[src/rtl/core/tcp_pkg.sv]
// ----------------------------------------------------------------------------
// tcp_pkg
// Shared types and constants of the text command parser: keyword table,
// command codes, character codes and the per-byte step control struct.
// ----------------------------------------------------------------------------
package tcp_pkg;

  localparam int unsigned KW_COUNT   = 6;
  localparam int unsigned KW_MAX_LEN = 10;
  localparam int unsigned PROG_W     = 4;
  localparam int unsigned ACC_W      = 17;
  localparam int unsigned VALUE_W    = 16;

  localparam logic [ACC_W-1:0] ACC_MAX = 17'h1FFFF;

  localparam logic [7:0] CH_NUL   = 8'h00;
  localparam logic [7:0] CH_END   = 8'h21;  // '!'
  localparam logic [7:0] CH_HASH  = 8'h23;  // '#'
  localparam logic [7:0] CH_PLUS  = 8'h2B;
  localparam logic [7:0] CH_MINUS = 8'h2D;
  localparam logic [7:0] CH_ZERO  = 8'h30;
  localparam logic [7:0] CH_NINE  = 8'h39;
  localparam logic [7:0] CH_SPACE = 8'h20;
  localparam logic [7:0] CH_TAB   = 8'h09;
  localparam logic [7:0] CH_CR    = 8'h0D;

  localparam logic [VALUE_W-1:0] LIMIT_RESET = 16'd100;

  // Unused tail entries are never compared: progress always stays below length.
  localparam logic [7:0] KW_TEXT [KW_COUNT][KW_MAX_LEN] = '{
    '{"O", "p", "e", "n", "V", "a", "l", "v", "e", CH_NUL},
    '{"C", "l", "o", "s", "e", "V", "a", "l", "v", "e"},
    '{"G", "e", "t", "L", "e", "v", "e", "l", CH_NUL, CH_NUL},
    '{"C", "o", "m", "m", "T", "e", "s", "t", CH_NUL, CH_NUL},
    '{"S", "e", "t", "M", "a", "x", CH_NUL, CH_NUL, CH_NUL, CH_NUL},
    '{"S", "t", "a", "r", "t", CH_NUL, CH_NUL, CH_NUL, CH_NUL, CH_NUL}
  };

  localparam logic [PROG_W-1:0] KW_LEN [KW_COUNT] = '{
    4'd9, 4'd10, 4'd8, 4'd8, 4'd6, 4'd5
  };

  typedef enum logic [2:0] {
    CMD_NONE       = 3'd0,
    CMD_OPEN_VALVE = 3'd1,
    CMD_CLOSE_VALVE = 3'd2,
    CMD_GET_LEVEL  = 3'd3,
    CMD_COMM_TEST  = 3'd4,
    CMD_SET_MAX    = 3'd5,
    CMD_START      = 3'd6
  } cmd_code_e;

  typedef enum logic [1:0] {
    NUM_SKIP   = 2'd0,
    NUM_DIGITS = 2'd1,
    NUM_DONE   = 2'd2
  } num_phase_e;

  // One processed byte: en = apply byte to state, clr = end of command.
  typedef struct packed {
    logic       en;
    logic       clr;
    logic [7:0] ch;
  } tcp_step_t;

endpackage

[src/rtl/core/tcp_kw_bank.sv]
// ----------------------------------------------------------------------------
// tcp_kw_bank
// Six keyword matchers side by side, plus the found flags and the stop flag
// set by a zero byte.
// ----------------------------------------------------------------------------
module tcp_kw_bank (
  input  logic                         clk_i,
  input  logic                         rst_ni,
  input  tcp_pkg::tcp_step_t           step_i,
  output logic [tcp_pkg::KW_COUNT-1:0] found_o
);
  import tcp_pkg::*;

  logic [PROG_W-1:0]   prog_q [KW_COUNT];
  logic [PROG_W-1:0]   prog_d [KW_COUNT];
  logic [KW_COUNT-1:0] found_q, found_d;
  logic                stop_q, stop_d;

  always_comb begin
    logic [PROG_W-1:0] p;
    p       = '0;
    found_d = found_q;
    stop_d  = stop_q;
    for (int k = 0; k < KW_COUNT; k++) begin
      prog_d[k] = prog_q[k];
    end
    if (step_i.clr) begin
      found_d = '0;
      stop_d  = 1'b0;
      for (int k = 0; k < KW_COUNT; k++) begin
        prog_d[k] = '0;
      end
    end else if (step_i.en) begin
      if (step_i.ch == CH_NUL) begin
        stop_d = 1'b1;
      end else if (!stop_q) begin
        for (int k = 0; k < KW_COUNT; k++) begin
          p = (prog_q[k] >= KW_LEN[k]) ? '0 : prog_q[k];
          if (KW_TEXT[k][p] == step_i.ch) begin
            if (p + 4'd1 == KW_LEN[k]) begin
              found_d[k] = 1'b1;
              prog_d[k]  = '0;
            end else begin
              prog_d[k] = p + 4'd1;
            end
          end else begin
            // first letter never recurs inside a keyword
            prog_d[k] = (KW_TEXT[k][0] == step_i.ch) ? 4'd1 : 4'd0;
          end
        end
      end
    end
  end

  always_ff @(posedge clk_i or negedge rst_ni) begin
    if (!rst_ni) begin
      found_q <= '0;
      stop_q  <= 1'b0;
      for (int k = 0; k < KW_COUNT; k++) begin
        prog_q[k] <= '0;
      end
    end else begin
      found_q <= found_d;
      stop_q  <= stop_d;
      for (int k = 0; k < KW_COUNT; k++) begin
        prog_q[k] <= prog_d[k];
      end
    end
  end

  assign found_o = found_q;

endmodule

[src/rtl/core/tcp_num_reader.sv]
// ----------------------------------------------------------------------------
// tcp_num_reader
// Decimal value reader that starts after the first '#': skips whitespace,
// takes one optional sign, accumulates digits with saturation.
// ----------------------------------------------------------------------------
module tcp_num_reader (
  input  logic                      clk_i,
  input  logic                      rst_ni,
  input  tcp_pkg::tcp_step_t        step_i,
  output logic                      hash_seen_o,
  output logic                      negative_o,
  output logic [tcp_pkg::ACC_W-1:0] acc_o
);
  import tcp_pkg::*;

  num_phase_e        phase_q, phase_d;
  logic              hash_q, hash_d;
  logic              neg_q, neg_d;
  logic [ACC_W-1:0]  acc_q, acc_d;

  logic              is_digit, is_space, is_sign;
  logic [ACC_W+3:0]  acc_next;

  assign is_digit = (step_i.ch >= CH_ZERO) && (step_i.ch <= CH_NINE);
  assign is_space = (step_i.ch == CH_SPACE) || ((step_i.ch >= CH_TAB) && (step_i.ch <= CH_CR));
  assign is_sign  = (step_i.ch == CH_PLUS) || (step_i.ch == CH_MINUS);

  // acc * 10 + digit, widened so saturation sees the true sum
  assign acc_next = {1'b0, acc_q, 3'b000} + {3'b000, acc_q, 1'b0}
                  + {{(ACC_W){1'b0}}, step_i.ch[3:0]};

  // next-state logic
  always_comb begin
    phase_d = phase_q;
    hash_d  = hash_q;
    if (step_i.clr) begin
      phase_d = NUM_SKIP;
      hash_d  = 1'b0;
    end else if (step_i.en) begin
      if (!hash_q) begin
        hash_d = (step_i.ch == CH_HASH);
      end else begin
        unique case (phase_q)
          NUM_SKIP: begin
            if (is_sign || is_digit) begin
              phase_d = NUM_DIGITS;
            end else if (!is_space) begin
              phase_d = NUM_DONE;
            end
          end
          NUM_DIGITS: begin
            if (!is_digit) begin
              phase_d = NUM_DONE;
            end
          end
          NUM_DONE: phase_d = NUM_DONE;
          default:  phase_d = NUM_DONE;
        endcase
      end
    end
  end

  // datapath
  always_comb begin
    neg_d = neg_q;
    acc_d = acc_q;
    if (step_i.clr) begin
      neg_d = 1'b0;
      acc_d = '0;
    end else if (step_i.en && hash_q) begin
      if (phase_q == NUM_SKIP && is_sign) begin
        neg_d = (step_i.ch == CH_MINUS);
      end else if ((phase_q == NUM_SKIP || phase_q == NUM_DIGITS) && is_digit) begin
        acc_d = (acc_next > {4'b0000, ACC_MAX}) ? ACC_MAX : acc_next[ACC_W-1:0];
      end
    end
  end

  always_ff @(posedge clk_i or negedge rst_ni) begin
    if (!rst_ni) begin
      phase_q <= NUM_SKIP;
      hash_q  <= 1'b0;
      neg_q   <= 1'b0;
      acc_q   <= '0;
    end else begin
      phase_q <= phase_d;
      hash_q  <= hash_d;
      neg_q   <= neg_d;
      acc_q   <= acc_d;
    end
  end

  assign hash_seen_o = hash_q;
  assign negative_o  = neg_q;
  assign acc_o       = acc_q;

endmodule

[src/rtl/core/text_command_parser_unit.sv]
// ----------------------------------------------------------------------------
// text_command_parser_unit
// Byte-wise text command parser: keyword matchers and a decimal value reader,
// one command code and clamped value emitted per '!'.
// ----------------------------------------------------------------------------
// Throughput: one byte per cycle; a byte is held in the input register only
// while a '!' waits for a stalled result slot. The input register feeds a
// single pass of matcher and accumulator logic into the matcher state; a
// '!' from the input register loads the result register from that state.
// Reset clears all command state and sets the limit to 100.
// ----------------------------------------------------------------------------
module text_command_parser_unit (
  input  logic                        clk_i,
  input  logic                        rst_ni,
  // command bytes
  input  logic                        in_valid_i,
  output logic                        in_stall_o,
  input  logic [7:0]                  byte_in_i,
  // results
  output logic                        out_valid_o,
  input  logic                        out_stall_i,
  output logic [2:0]                  command_code_o,
  output logic [tcp_pkg::VALUE_W-1:0] command_value_o,
  // value limit register
  input  logic                        cfg_valid_i,
  output logic                        cfg_ready_o,
  input  logic [tcp_pkg::VALUE_W-1:0] cfg_value_limit_i
);
  import tcp_pkg::*;

  logic                in_valid_q;
  logic [7:0]          byte_q;
  logic                in_accept, fire, is_end;

  logic [VALUE_W-1:0]  limit_q;

  logic                out_valid_q;
  cmd_code_e           code_q, code_d;
  logic [VALUE_W-1:0]  value_q, value_d;

  tcp_step_t           step;
  logic [KW_COUNT-1:0] found;
  logic                hash_seen, negative;
  logic [ACC_W-1:0]    acc;

  assign is_end = (byte_q == CH_END);
  // only '!' needs the result slot
  assign fire      = in_valid_q && (!is_end || !out_valid_q || !out_stall_i);
  assign in_stall_o = in_valid_q && !fire;
  assign in_accept = in_valid_i && !in_stall_o;

  always_ff @(posedge clk_i or negedge rst_ni) begin
    if (!rst_ni) begin
      in_valid_q <= 1'b0;
    end else if (in_accept) begin
      in_valid_q <= 1'b1;
    end else if (fire) begin
      in_valid_q <= 1'b0;
    end
  end

  always_ff @(posedge clk_i) begin
    if (in_accept) begin
      byte_q <= byte_in_i;
    end
  end

  assign step.en  = fire && !is_end;
  assign step.clr = fire && is_end;
  assign step.ch  = byte_q;

  tcp_kw_bank u_kw_bank (
    .clk_i   (clk_i),
    .rst_ni  (rst_ni),
    .step_i  (step),
    .found_o (found)
  );

  tcp_num_reader u_num_reader (
    .clk_i       (clk_i),
    .rst_ni      (rst_ni),
    .step_i      (step),
    .hash_seen_o (hash_seen),
    .negative_o  (negative),
    .acc_o       (acc)
  );

  always_comb begin
    priority if (found[0]) code_d = CMD_OPEN_VALVE;
    else if (found[1])     code_d = CMD_CLOSE_VALVE;
    else if (found[2])     code_d = CMD_GET_LEVEL;
    else if (found[3])     code_d = CMD_COMM_TEST;
    else if (found[4])     code_d = CMD_SET_MAX;
    else if (found[5])     code_d = CMD_START;
    else                   code_d = CMD_NONE;
  end

  always_comb begin
    value_d = '0;
    if ((code_d == CMD_OPEN_VALVE || code_d == CMD_CLOSE_VALVE || code_d == CMD_SET_MAX)
        && hash_seen && !negative) begin
      value_d = (acc > {1'b0, limit_q}) ? limit_q : acc[VALUE_W-1:0];
    end
  end

  always_ff @(posedge clk_i or negedge rst_ni) begin
    if (!rst_ni) begin
      out_valid_q <= 1'b0;
    end else if (step.clr) begin
      out_valid_q <= 1'b1;
    end else if (!out_stall_i) begin
      out_valid_q <= 1'b0;
    end
  end

  always_ff @(posedge clk_i) begin
    if (step.clr) begin
      code_q  <= code_d;
      value_q <= value_d;
    end
  end

  assign cfg_ready_o = 1'b1;

  always_ff @(posedge clk_i or negedge rst_ni) begin
    if (!rst_ni) begin
      limit_q <= LIMIT_RESET;
    end else if (cfg_valid_i && cfg_ready_o) begin
      limit_q <= cfg_value_limit_i;
    end
  end

  assign out_valid_o     = out_valid_q;
  assign command_code_o  = code_q;
  assign command_value_o = value_q;

  // --------------------------------------------------------------------------
  // Assertions
  // --------------------------------------------------------------------------
  a_end_loads_result: assert property (@(posedge clk_i) disable iff (!rst_ni)
    step.clr |=> out_valid_q)
    else $error("end of command did not load a result");

  a_value_within_limit: assert property (@(posedge clk_i) disable iff (!rst_ni)
    step.clr |=> (command_value_o <= $past(limit_q)))
    else $error("result value above limit");

  a_value_zero_for_others: assert property (@(posedge clk_i) disable iff (!rst_ni)
    (out_valid_q && code_q != CMD_OPEN_VALVE && code_q != CMD_CLOSE_VALVE
     && code_q != CMD_SET_MAX) |-> (value_q == '0))
    else $error("nonzero value for a code without value");

  a_state_cleared: assert property (@(posedge clk_i) disable iff (!rst_ni)
    step.clr |=> (found == '0 && !hash_seen && acc == '0))
    else $error("command state not cleared after end");

endmodule

[config.mk]
export PLATFORM = sky130hd
export DESIGN_NAME = text_command_parser_unit
export DESIGN_NICKNAME = d
export VERILOG_FILES = /design/src/rtl/core/tcp_pkg.sv /design/src/rtl/core/tcp_kw_bank.sv /design/src/rtl/core/tcp_num_reader.sv /design/src/rtl/core/text_command_parser_unit.sv
export SDC_FILE = /design/constraint.sdc
export NUM_CORES = 1
export LEC_CHECK = 0
export CORE_MARGIN = 4
export CORE_UTILIZATION = 49
export CTS_CLUSTER_SIZE = 8
export DETAILED_ROUTE_END_ITERATION = 7
export DONT_BUFFER_PORTS = 1
export PLACE_DENSITY_LB_ADDON = 0.1
export SLEW_MARGIN = 20
export SYNTH_ARGS = -nofsm -noshare
export SYNTH_HDL_FRONTEND = slang
export SYNTH_SLANG_ARGS = --single-unit
export TNS_END_PERCENT = 10
[constraint.sdc]
create_clock -name clk_i -period 7.3 [get_ports clk_i]
set_clock_uncertainty 0.05 [all_clocks]
set_input_delay 0.73 -clock clk_i [delete_from_list [all_inputs] [get_ports clk_i]]
set_output_delay 0.73 -clock clk_i [all_outputs]
set_load 0.03 [all_outputs]
# ---- After elaboration in Yosys (flattened, before gate mapping)
# Memory sizes are Yosys's and may differ from the RTL's.
# Cells that the tools add are included.
dict set report totals {
  ff_bits 97
  latchBits 0
  ramBits 0
  rom_bits 768
  output_inout_bits 22
  word_cells 236
  n_memories 6
}
dict set report op_classes {
  add_sub_neg 8
  mul 0
  div 0
  order_cmp 18
  n_eq_ne 31
  n_shift 0
  mux 86
  bitwise 6
  n_reduce_logical 58
}
# memory depth word_bits read_ports rd_ports_with_merged_regs write_ports line
set mem_list {}
lappend mem_list {{(name not given)} 16 8 1 0 0 tcp_kw_bank.sv:39} ;# if (KW_TEXT[k][p] == step_i.ch) begin
lappend mem_list {{(name not given)} 16 8 1 0 0 tcp_kw_bank.sv:39}
lappend mem_list {{(name not given)} 16 8 1 0 0 tcp_kw_bank.sv:39}
lappend mem_list {{(name not given)} 16 8 1 0 0 tcp_kw_bank.sv:39}
lappend mem_list {{(name not given)} 16 8 1 0 0 tcp_kw_bank.sv:39}
lappend mem_list {{(name not given)} 16 8 1 0 0 tcp_kw_bank.sv:39}
# operator count
set ops {}
lappend ops {{$mux 24} 4}
lappend ops {{$mux 8} 12}
lappend ops {{$mux 17} 5}
lappend ops {{$mux 4} 18}
lappend ops {{$eq 8x8->1} 6}
lappend ops {{$eq 8x6->1 const B} 5}
lappend ops {{$reduce_bool 2->1} 19}
lappend ops {{$eq 7x8->1 const A} 4}
lappend ops {{$ge 5x5->1 const B} 6}
lappend ops {{$not 4->5} 6}
lappend ops {{$reduce_and 5->1} 6}
lappend ops {{$mux 1} 29}
lappend ops {{$add 4x1->4 const B} 6}
lappend ops {{$mux 6} 4}
lappend ops {{$add 20x18->21} 1}
lappend ops {{$add 21x4->21} 1}
lappend ops {{$gt 21x17->1 const B} 1}
lappend ops {{$mux 3} 6}
lappend ops {{$gt 17x16->1} 1}
lappend ops {{$eq 4x4->1 const B} 4}
lappend ops {{$ge 4x4->1 const B} 4}
lappend ops {{$mux 16} 1}
lappend ops {{$logic_and 1x1->1} 12}
lappend ops {{$mux 2} 6}
lappend ops {{other kinds (22)} 40}

# ---- Depth between registers and ports, before layout
# Gate-level depths: netlist (run 1).
dict set report logic_depth {
  ltp_word 12
  depth_mapped 14
  depth_no_buf 12
}

# ---- Hierarchy
# From an unflattened synthesis (run 1), not the netlist that was laid out.
dict set report hier_totals {
  cells_unflattened 802
  area_unflattened_um2 7445.9
}
# mod n_inst cells_per_inst area_per_inst_um2
set modules_own_cells {}
lappend modules_own_cells {tcp_kw_bank 1 366 3047.9}
lappend modules_own_cells {text_command_parser_unit 1 214 2299.7}
lappend modules_own_cells {tcp_num_reader 1 222 2098.3}

# ---- Least setup slack after synthesis (run 1)
# OpenSTA, ideal clock, no wires.
dict set report synth_timing {
  kind {reg2reg}
  startpoint {register byte_q[3]}
  endpoint {register u_num_reader.acc_q[10], in the netlist u_num_reader.acc_o[10]}
  setup_time_ns 0.130
  t_arrival_ns 3.168
  setup_slack_ns 3.952
  path_stages_with_launch 14
  n_path_buf 1
  synth_period_minus_slack_ns 3.348
  cell_sequence {edfxtp_1 inv_2 fa_1 inv_1 ha_1 a21oi_1 nor2b_1 a311o_1 a21oi_1 nand2_1 a2111o_1 a21oi_2 buf_2 a31oi_1}
}
dict set report synth_via {
  elab_chain_cells 9
  word_cells_on_any_way 27
  classes_between {1 x add/sub; 3 x order compare; 4 x eq/ne; 5 x mux; 14 x reduce/logical}
}
# element line
set synth_rtl {}
lappend synth_rtl {{start, declared} text_command_parser_unit.sv:32} ;# logic [7:0] byte_q;
lappend synth_rtl {{start signal, assigned} text_command_parser_unit.sv:64} ;# byte_q <= byte_in_i;
lappend synth_rtl {{branches (longest 9 deep; another with $add 21x4->21)} n/a}
lappend synth_rtl {{end signal, assigned} tcp_num_reader.sv:84} ;# acc_q <= '0;
lappend synth_rtl {{end signal, assigned} tcp_num_reader.sv:89} ;# acc_q <= acc_d;
lappend synth_rtl {{end, declared} tcp_num_reader.sv:19} ;# logic [ACC_W-1:0] acc_q, acc_d;
# Parallel ways; which one is timed is not known. The select of a mux whose other input is x is not followed.
# A chain may end at the register's enable or synchronous reset.

# ---- Final worst setup path (run 1)
dict set report layout_timing {
  startpoint {register byte_q[3]}
  endpoint {register u_num_reader.acc_q[14], in the netlist u_num_reader.acc_o[14]}
}
# Same word-level chain as after synthesis.

==> impl_metrics.json, run 1 <==
{
  "status": "completed",
  "fin_crit_sh": 0.5731,
  "ys_types": 70,
  "fin_nets": 874,
  "ys_ff_latch": 97,
  "postCtsHoldBufs": 0,
  "cp.arrival_ps": 4330,
  "dp_hpwl_microns": 12240,
  "post_route_cells_drive_above_1_share": 0.06242,
  "cts_buffers": 9,
  "grt-ovfl-total": 0,
  "relSlewSlack": 0.2950,
  "grt_pass1_vias": 5337,
  "synth_fp_nets": 887,
  "fp-row-count": 43,
  "diodes": 0,
  "rsz0062_at_grt": "no",
  "pre_cts_ws_ps": 3090,
  "ir_drop_v": 0.0001261,
  "end_kind": "flip-flop",
  "setup_violations": 0,
  "crit_buf_inv": 2,
  "r2r_setup_slack_ps": 3120,
  "grt_util_all_layers": 0.2068,
  "worstReg2RegStart": "byte_q[3]",
  "cts_root_buffer": "clkbuf_16",
  "dieHeight_microns": 128.2,
  "htree_levels": 3,
  "wl_microns": 16520,
  "port_buffers": 0,
  "r2r_cells": 12,
  "worst_pin_slew_ps": 1056,
  "crit_type": "flip-flop to flip-flop",
  "cts_setup_buffers": 0,
  "synth_warnings": 0,
  "max_freq_mhz": 239.0,
  "cpLargestDelayFamily": "compound AO/OA/AOI/OAI gates",
  "synth_edf_count": 27,
  "p_leak_nw": 3.533,
  "regArea_sq_um": 2566,
  "slew_viol_final": 0,
  "ctsResizeCount": 0,
  "syn2layout_area_growth_pct": 6.102,
  "fin_crit_ps": 4184,
  "slowest_stage": "a21oi_2",
  "drt_iter0_markers": 456,
  "gp_congestion": 0.8408,
  "firstDrtPassIters": 5,
  "maxCapViolations": 0,
  "yosysSeqAreaShare": 0.3628,
  "core_sq_um": 13990,
  "crit_required_ps": 7450,
  "initial_core_util": 0.5057,
  "yosysTopAreaCell": "dfrtp_1",
  "finalPower_mw": 1.185,
  "clkSlewWorstSetupHoldPaths_ps": 70,
  "postRouteAntennaNets": 0,
  "syn_area_sq_um": 7074,
  "fill_cells": 1252,
  "dieWidth_microns": 128.2,
  "num_vias": 5595,
  "r2r-end": "u_num_reader.acc_o[14]",
  "die_area_sq_um": 16420,
  "syn_inst": 777,
  "synth_area_leaders": "dfrtp_1 24%, ha_1 14%, edfxtp_1 11%, a21oi_1 3.5%, nand2_1 3.5%",
  "grt_antenna_before_repair": 0,
  "clock_path_buffers": 2,
  "multi_input_area_sq_um": 4210,
  "grt_pass1_wl_microns": 27210,
  "min_path_type": "primary input to async pin",
  "hold_viol": 0,
  "cp_common_cell": "a21oi_1",
  "fin_tns_setup_ps": 0,
  "synth_top_area_frac": 0.2370,
  "cts_sinks": 97,
  "crit_chain": "inv_2 > fa_1 > inv_1 > ha_1 > a21oi_1 > nor2b_1 > a311o_1 > a21oi_1 > nand2_1 > a2111o_1 > a21oi_2 > a31oi_1",
  "syn_avg_cell_area_sq_um": 9.105,
  "crit_start": "byte_q[3]",
  "insertion_delay_ps": 350,
  "crit_fanout": 17,
  "synth_ff_type": "dfrtp_1",
  "fin_ws_ps": 3116,
  "ios": 51,
  "wl_per_cell_microns": 17.41,
  "drcViolationCount": 0,
  "powerDensity_nw_per_um2": 157.9,
  "grt_max_degree": 71,
  "startpoint_type": "flip-flop",
  "cts_tree": "done",
  "via_per_inst": 5.896,
  "cpPeakStageDelay_ps": 640,
  "async_flop_share": 0.7216,
  "timing.hold.ws_ps": 19.34
}
==> kinds of logic after synthesis <==
logic type / Yosys count / share of synthesized area
AO/OA/AOI/OAI: 206 / 0.1847
XOR/XNOR: 38 / 0.04705
adder cells (fa/ha/maj): 81 / 0.1454
buffers and inverters: 81 / 0.04475
flip-flops: 97 / 0.3628
multiplexers: 30 / 0.04351
other: 1 / 0.0005301
AND/OR/NAND/NOR: 243 / 0.1714
==> cell usage in the layout (no fill, tap or decap), types with 4 or more instances in the layout <==
master     count
xnor2_1       26
dfrtp_1       67
a211oi_1       9
clkbuf_16      9
or2_2          4
and3_1        10
nor3b_1        4
nor2b_1       14
nor2_1        65
mux2i_1       24
o211ai_1       7
a22o_1         7
inv_1         51
a31oi_1       28
and2_1         4
or3_1          4
xor2_1        12
or3b_2         5
nand2b_1      11
nand2_1       66
nand4_1       11
o22ai_1        5
nand3_1       16
a21oi_1       50
o21a_1         5
o21ai_0       49
mux2_2         6
nor3_1        11
ha_1          79
o31ai_1        4
edfxtp_1      27
a21o_1        15
nor4_1         4
==> how the worst max path moves through the flow <==
stage / end / slack, ps / cells after the start
after global placement: u_num_reader.acc_o[0] / 3220 / 12
after global routing: u_num_reader.acc_o[12] / 2810 / 12
after CTS: u_num_reader.acc_o[14] / 3070 / 12
after floorplan: u_num_reader.acc_o[10] / 3950 / 13
after detailed placement: u_num_reader.acc_o[14] / 3090 / 12
final: u_num_reader.acc_o[14] / 3120 / 12
==> cell usage after synthesis, types with 14 or more instances <==
master	n
edfxtp_1	27
xnor2_1	26
nor2b_1	14
nor2_1	65
clkbuf_1	19
a31oi_1	28
a21o_1	15
o21ai_0	49
mux2i_1	24
nand2_1	66
inv_1	51
dfrtp_1	67
a21oi_1	50
ha_1	79
nand3_1	16
==> where the power goes <==
group | switching, mW | internal (mW) | leakage, nW | total (mW)
combinational | 0.0750 | 0.0531 | 2.22 | 0.128
clock | 0.221 | 0.233 | 0.129 | 0.454
sequential | 0.0262 | 0.577 | 1.19 | 0.603
total | 0.322 | 0.863 | 3.53 | 1.18
==> state kept, by name, summed over array words and instances, names as in the netlist <==
| name | flops |
|---|---|
| byte_q | 8 |
| command_code_o | 3 |
| command_value_o | 16 |
| in_valid_q | 1 |
| limit_q | 16 |
| out_valid_o | 1 |
| u_kw_bank.found_o | 6 |
| u_kw_bank.prog_q | 24 |
| u_kw_bank.stop_q | 1 |
| u_num_reader.acc_o | 17 |
| u_num_reader.hash_seen_o | 1 |
| u_num_reader.negative_o | 1 |
| u_num_reader.phase_q | 2 |
==> cell type report <==
type	count	share of cell area
multi-input cells	599	0.5609
flip-flops and latches	97	0.3419
clock buffers	10	0.03051
well taps	180	0.03000
inverters	53	0.02650
clock inverters	6	0.005668
repair buffers	4	0.004501
==> per-stage QoR <==
stage	instances	cell area [sq um]	util
detailed placement	932	7223	0.5164
finish	949	7506	0.5366
floorplan	777	7074	-
CTS	948	7495	0.5358
global route	949	7506	0.5366
global placement	932	7223	0.5164
==> worst register-to-register path: cells and delay by family (launching register included) <==
| kind | cells | cell delay, ps |
|---|---|---|
| AO/OA/AOI/OAI | 6 | 2050 |
| AND/OR/NAND/NOR | 2 | 200 |
| adder cells (fa/ha/maj) | 2 | 860 |
| buffers and inverters | 2 | 280 |
| flip-flops | 1 | 600 |
==> per-layer routing <==
metal  GRT usage  wire length (microns)  up-vias
met5           0                      0        -
li1            -                      -     2770
met4     0.04744                    159        0
met1      0.3038                   8481     2690
met2      0.3164                   7230      120
met3     0.03958                    646       15
No activity file was read; power rests on OpenSTA's default activity.
==> run 2, diff against run 1 <==
==> constraint.sdc (replaced) <==
create_clock -name clk_i -period 3.51 [get_ports clk_i]
set_clock_uncertainty 0.05 [all_clocks]
set_input_delay 0.351 -clock clk_i [delete_from_list [all_inputs] [get_ports clk_i]]
set_output_delay 0.351 -clock clk_i [all_outputs]
set_load 0.03 [all_outputs]
==> impl_metrics.json, run 2 (same netlist as run 1, synthesis figures left out) <==
{
  "status": "completed",
  "grt_max_degree": 71,
  "crit_type": "flip-flop to flip-flop",
  "largest_reg_flops": 24,
  "layout_common_cells": "79 x ha_1, 67 x dfrtp_1, 66 x nand2_1",
  "fp-row-count": 43,
  "dpl_cell_area_sq_um": 7381,
  "fin_crit_ps": 3302,
  "end_kind": "flip-flop",
  "drcViolationCount": 0,
  "final_cells": 972,
  "clock_path_buffers": 2,
  "cts_root_buffer": "clkbuf_16",
  "grt_util_all_layers": 0.2174,
  "ios": 51,
  "p_leak_nw": 3.672,
  "core_sq_um": 13990,
  "dp_hpwl_microns": 12650,
  "crit_fanout": 17,
  "fin_crit_sh": 0.9407,
  "clkSlewWorstSetupHoldPaths_ps": 70,
  "startpoint_type": "flip-flop",
  "drt_iter0_markers": 599,
  "maxCapViolations": 0,
  "hp-start": "cfg_valid_i",
  "port_buffers": 0,
  "firstDrtPassIters": 5,
  "slew_viol_final": 0,
  "wl_microns": 17280,
  "die_area_sq_um": 16420,
  "r2r_cells": 13,
  "insertion_delay_ps": 360,
  "grt_antenna_before_repair": 1,
  "stdcell_area_sq_um": 7755,
  "wl_per_cell_microns": 17.77,
  "cts_sinks": 97,
  "cts_setup_buffers": 0,
  "placedCellCount": 953,
  "syn2layout_area_growth_pct": 9.622,
  "setup_violations": 0,
  "grt-ovfl-total": 0,
  "relSlewSlack": 0.3709,
  "r2r_setup_slack_ps": 210,
  "worst_pin_slew_ps": 943.6,
  "grt_pass1_wl_microns": 28700,
  "min_to": "limit_q[5]",
  "via_per_inst": 5.958,
  "cts_tree": "done",
  "htree_levels": 3,
  "worstReg2RegStart": "byte_q[3]",
  "r2r-end": "u_num_reader.acc_o[3]",
  "diodes": 0,
  "num_vias": 5791,
  "dieWidth_microns": 128.2,
  "multi_input_area_sq_um": 4233,
  "ir_drop_v": 0.0002253,
  "fin_tns_setup_ps": 0,
  "hold_viol": 0,
  "regArea_sq_um": 2566,
  "max_freq_mhz": 302.9,
  "rsz0062_at_grt": "no",
  "dieHeight_microns": 128.2,
  "crit_required_ps": 3730,
  "largest_register": "u_kw_bank.prog_q",
  "post_route_cells_drive_above_1_share": 0.09217,
  "powerDensity_nw_per_um2": 333.7,
  "min_path_type": "primary input to flip-flop",
  "fill_cells": 1249,
  "fin_nets": 897,
  "grt_pass1_vias": 5640,
  "hold-path-cell-count": 1,
  "cp.arrival_ps": 3520,
  "postRouteAntennaNets": 0,
  "initial_core_util": 0.5057,
  "cts_buffers": 9,
  "final_common_cell": "ha_1",
  "gp_congestion": 0.8307
}
[run 2: changes by cell type in the layout (fill, tap and decap cells not counted), moves of 2 or more]
cell,change
a21oi_1,-2
dlygate4sd3_1,+2
a21oi_2,+2
buf_4,+21
[run 2: worst max-delay path: stages, from the launching register on]
cell and delay (ps):
edfxtp_1 370, inv_2 50, fa_1 540, inv_1 70, ha_1 290, a21oi_1 150, nor2b_1 80, a311o_1 410
a21oi_2 240, a21oi_2 110, o21ai_1 130, or3b_1 340, buf_4 210, a31oi_1 180
[run 2: report_power, final]
group	total, mW	internal (mW)	switching, mW
clock	1.03	0.561	0.472
combinational	0.314	0.123	0.191
sequential	1.24	1.20	0.0419
total	2.59	1.88	0.705
[run 2: timing repair]
item	in CTS	in global routing
hold buffers	3	0
gates resized for setup	0	4
endpoints found under the hold margin	71	0
endpoints found under the setup margin	0	17
[run 2: worst max path at each step]
stage / start / endpoint / slack (ps)
2_1_floorplan: byte_q[3] / u_num_reader.acc_o[14] / 160
5_1_grt: u_num_reader.acc_o[0] / u_num_reader.acc_o[3] / 5
6_report: byte_q[3] / u_num_reader.acc_o[3] / 210
4_1_cts: byte_q[3] / u_num_reader.acc_o[3] / 140
3_3_place_gp: byte_q[3] / u_num_reader.acc_o[2] / 210
3_5_place_dp: byte_q[3] / u_num_reader.acc_o[3] / 150
[run 2: routing by layer]
layer  track usage  up-vias  routed length (microns)
met5             0        -                       13
met4       0.06991        2                      299
met3       0.03292       27                      899
met2        0.3278      164                     7455
met1        0.3209     2776                     8607
li1              -     2822                        -
[run 2: metrics by stage]
step                        util  hold WS [ps]  total power [mW]  worst slack [ps]
after floorplan                -         5.409             1.470             161.9
after global placement    0.5276         10.05             1.542             210.6
after detailed placement  0.5276         9.539             1.550             149.3
after CTS                 0.5528         4.197             2.602             135.5
after global routing      0.5544         13.47             2.704             5.032
final                     0.5544         11.90             2.588             208.2
[run 2: layout make-up]
| cell class | instances | area share |
|---|---|---|
| clock inverter | 7 | 0.01016 |
| tap | 180 | 0.02904 |
| sequential | 97 | 0.3309 |
| clock buffer | 9 | 0.02904 |
| timing repair buffer | 27 | 0.02936 |
| inverter | 53 | 0.02565 |
| multi-input combinational | 599 | 0.5458 |
==> run 3, diff against run 2 <==
--- a/config.mk
+++ b/config.mk
@@ -5,12 +5,14 @@
 export SDC_FILE = /design/constraint.sdc
 export NUM_CORES = 1
 export LEC_CHECK = 0
+export ABC_AREA = 1
 export CORE_MARGIN = 4
 export CORE_UTILIZATION = 49
 export CTS_CLUSTER_SIZE = 8
 export DETAILED_ROUTE_END_ITERATION = 7
 export DONT_BUFFER_PORTS = 1
 export PLACE_DENSITY_LB_ADDON = 0.1
+export SETUP_SLACK_MARGIN = 0.3
 export SLEW_MARGIN = 20
 export SYNTH_ARGS = -nofsm -noshare
 export SYNTH_HDL_FRONTEND = slang
==> impl_metrics.json, run 3 <==
{
  "p_seq_frac": 0.442,
  "hold-path-cell-count": 1,
  "largest_register": "u_kw_bank.prog_q",
  "ys_types": 49,
  "cts_root_buffer": "clkbuf_16",
  "dp_hpwl_microns": 14770,
  "cp_common_cell": "nand2_1",
  "worst_pin_slew_ps": 758.0,
  "async_flop_share": 0.7216,
  "status": "completed",
  "fill_cells": 1467,
  "grt_util_all_layers": 0.2193,
  "grt_antenna_before_repair": 0,
  "fin_crit_ps": 2848,
  "hp-start": "cfg_valid_i",
  "wl_per_cell_microns": 14.89,
  "worstReg2RegStart": "byte_q[3]",
  "cpLargestDelayFamily": "adder cells",
  "postRouteAntennaNets": 0,
  "regArea_sq_um": 2566,
  "grt-ovfl-total": 0,
  "port_buffers": 0,
  "synth_warnings": 0,
  "fp-row-count": 45,
  "cellInternalPower_mw": 1.991,
  "num_vias": 6825,
  "crit_chain": "inv_2 > fa_1 > inv_1 > fa_1 > nand2_1 > nand2_1 > nand3_1 > nand2_1 > nand2_1 > nand2_1 > nand2_1 > nand2_1 > nor2_4 > buf_12 > nand4_1 > nand2_1 > nand2_1",
  "layout_common_cells": "316 x nand2_1, 129 x inv_1, 104 x nor2_1",
  "cp.depth": 17,
  "cts_tree": "done",
  "synth_fp_nets": 1182,
  "fin_tns_setup_ps": 0,
  "crit_fanout": 17,
  "synth_area_leaders": "dfrtp_1 22%, nand2_1 15%, ha_1 13%, edfxtp_1 10%, inv_1 6.2%",
  "gp_congestion": 0.9016,
  "dieHeight_microns": 133.9,
  "initial_core_util": 0.5049,
  "slew_viol_final": 0,
  "synth_top_area_frac": 0.2160,
  "min_path_type": "primary input to flip-flop",
  "clkSlewWorstSetupHoldPaths_ps": 70,
  "syn2layout_area_growth_pct": 7.287,
  "p_leak_nw": 4.369,
  "clkPwrFrac": 0.367,
  "largest_reg_flops": 24,
  "crit_buf_inv": 3,
  "insertion_delay_ps": 360,
  "syn_area_sq_um": 7761,
  "rsz0062_at_grt": "no",
  "min_to": "limit_q[5]",
  "multi_input_area_sq_um": 4502,
  "ios": 51,
  "via_per_inst": 5.278,
  "r2r-end": "u_num_reader.acc_o[4]",
  "synth_edf_count": 27,
  "cts_buffers": 9,
  "cts_sinks": 97,
  "crit_required_ps": 3700,
  "wl_microns": 19250,
  "maxCapViolations": 0,
  "ys_top_cells_by_count": "316 x nand2_1, 129 x inv_1, 104 x nor2_1, 95 x nand3_1, 79 x ha_1",
  "synth.most_common_cell": "nand2_1",
  "dieWidth_microns": 133.9,
  "drt_iter0_markers": 377,
  "r2r_cells": 17,
  "ir_drop_v": 0.0002470,
  "slowest_stage": "fa_1",
  "cpPeakStageDelay_ps": 550,
  "combPwrFrac": 0.191,
  "fin_crit_sh": 0.8113,
  "cp.arrival_ps": 3040,
  "firstDrtPassIters": 5,
  "clock_path_buffers": 2,
  "switchingPower_uw": 850.2,
  "synth_ff_type": "dfrtp_1",
  "grt_max_degree": 71,
  "stdcell_area_sq_um": 8327,
  "max_freq_mhz": 351.2,
  "ys_ff_latch": 97,
  "crit_type": "flip-flop to flip-flop",
  "yosysSeqAreaShare": 0.3306,
  "grt_pass1_wl_microns": 31550,
  "drcViolationCount": 0,
  "hold_viol": 0,
  "powerDensity_nw_per_um2": 341.2,
  "htree_levels": 3,
  "dpl_cell_area_sq_um": 7960,
  "startpoint_type": "flip-flop",
  "die_area_sq_um": 17920,
  "end_kind": "flip-flop",
  "sw_frac_of_total": 0.2993,
  "fin_nets": 1187,
  "relSlewSlack": 0.4928,
  "setup_violations": 0,
  "grt_pass1_vias": 6230,
  "syn_avg_cell_area_sq_um": 7.240,
  "core_sq_um": 15370,
  "yosysTopAreaCell": "dfrtp_1",
  "r2r_setup_slack_ps": 660,
  "syn_inst": 1072,
  "diodes": 0,
  "final_common_cell": "nand2_1",
  "post_route_cells_drive_above_1_share": 0.06192
}
[run 3: cell count changes in the layout (fill, tap and decap cells not counted), moves of 28 or more]
cell     change
nand2_1    +250
a31oi_1     -28
nand3_1     +79
nor2_1      +39
nand4_1     +29
inv_1       +78
[run 3: worst max-delay path by stage]
| stage | from | end |
|---|---|---|
| after floorplan | byte_q[3] | u_num_reader.acc_o[10] |
| after global placement | byte_q[3] | u_num_reader.acc_o[6] |
| after detailed placement | byte_q[3] | u_num_reader.acc_o[9] |
| after CTS | byte_q[3] | u_num_reader.acc_o[9] |
| after global routing | byte_q[3] | u_num_reader.acc_o[9] |
| final | byte_q[3] | u_num_reader.acc_o[4] |
[run 3: area by class of cell]
type / count / share of cell area
clock buffer: 10 / 0.02870
clock inverter: 6 / 0.008415
inverter: 140 / 0.06371
multi-input combinational: 813 / 0.5406
sequential: 97 / 0.3082
tap: 211 / 0.03171
timing repair buffer: 16 / 0.01863
[run 3: stage by stage]
stage	util	instances	total power [mW]	setup WS, ps	hold WS [ps]
detailed placement	0.5179	1274	1.802	455.1	7.788
floorplan	-	1072	1.674	711.3	5.409
finish	0.5417	1293	2.841	662.3	12.23
global route	0.5417	1293	2.983	411.4	11.01
global placement	0.5179	1274	1.799	551.4	7.814
CTS	0.5404	1292	2.859	459.0	8.862
[run 3: cells by family after synthesis]
kind of cell,Yosys count,synth area share
flip-flops,97,0.3306
AND/OR/NAND/NOR,606,0.3484
XOR/XNOR,22,0.02483
adder cells (fa/ha/maj),81,0.1325
other,1,0.0004832
buffers and inverters,162,0.08931
AO/OA/AOI/OAI,103,0.07383
[run 3: power groups by stage]
stage / sequential, mW / combinational [mW] / clock (mW)
6_report: 1.26 / 0.542 / 1.04
5_1_grt: 1.26 / 0.622 / 1.10
4_1_cts: 1.26 / 0.547 / 1.06
3_5_place_dp: 1.28 / 0.523 / 0
3_3_place_gp: 1.28 / 0.522 / 0
2_1_floorplan: 1.26 / 0.415 / 0
[run 3: what timing repair did]
| item | CTS | global route |
|---|---|---|
| gates resized for setup | 0 | 0 |
| hold endpoints to repair | 70 | 0 |
| hold buffers | 2 | 0 |
| buffers inserted | 0 | 1 |
| setup endpoints to repair | 0 | 17 |
[run 3: metal layers]
metal | routed length (microns) | track usage | part of all wire | vias up
li1 | - | - | - | 3527
met1 | 8356 | 0.2722 | 0.43 | 3136
met2 | 9778 | 0.3939 | 0.51 | 135
met3 | 661 | 0.03113 | 0.034 | 27
met4 | 457 | 0.06914 | 0.024 | 0
met5 | 0 | 0 | 0 | -
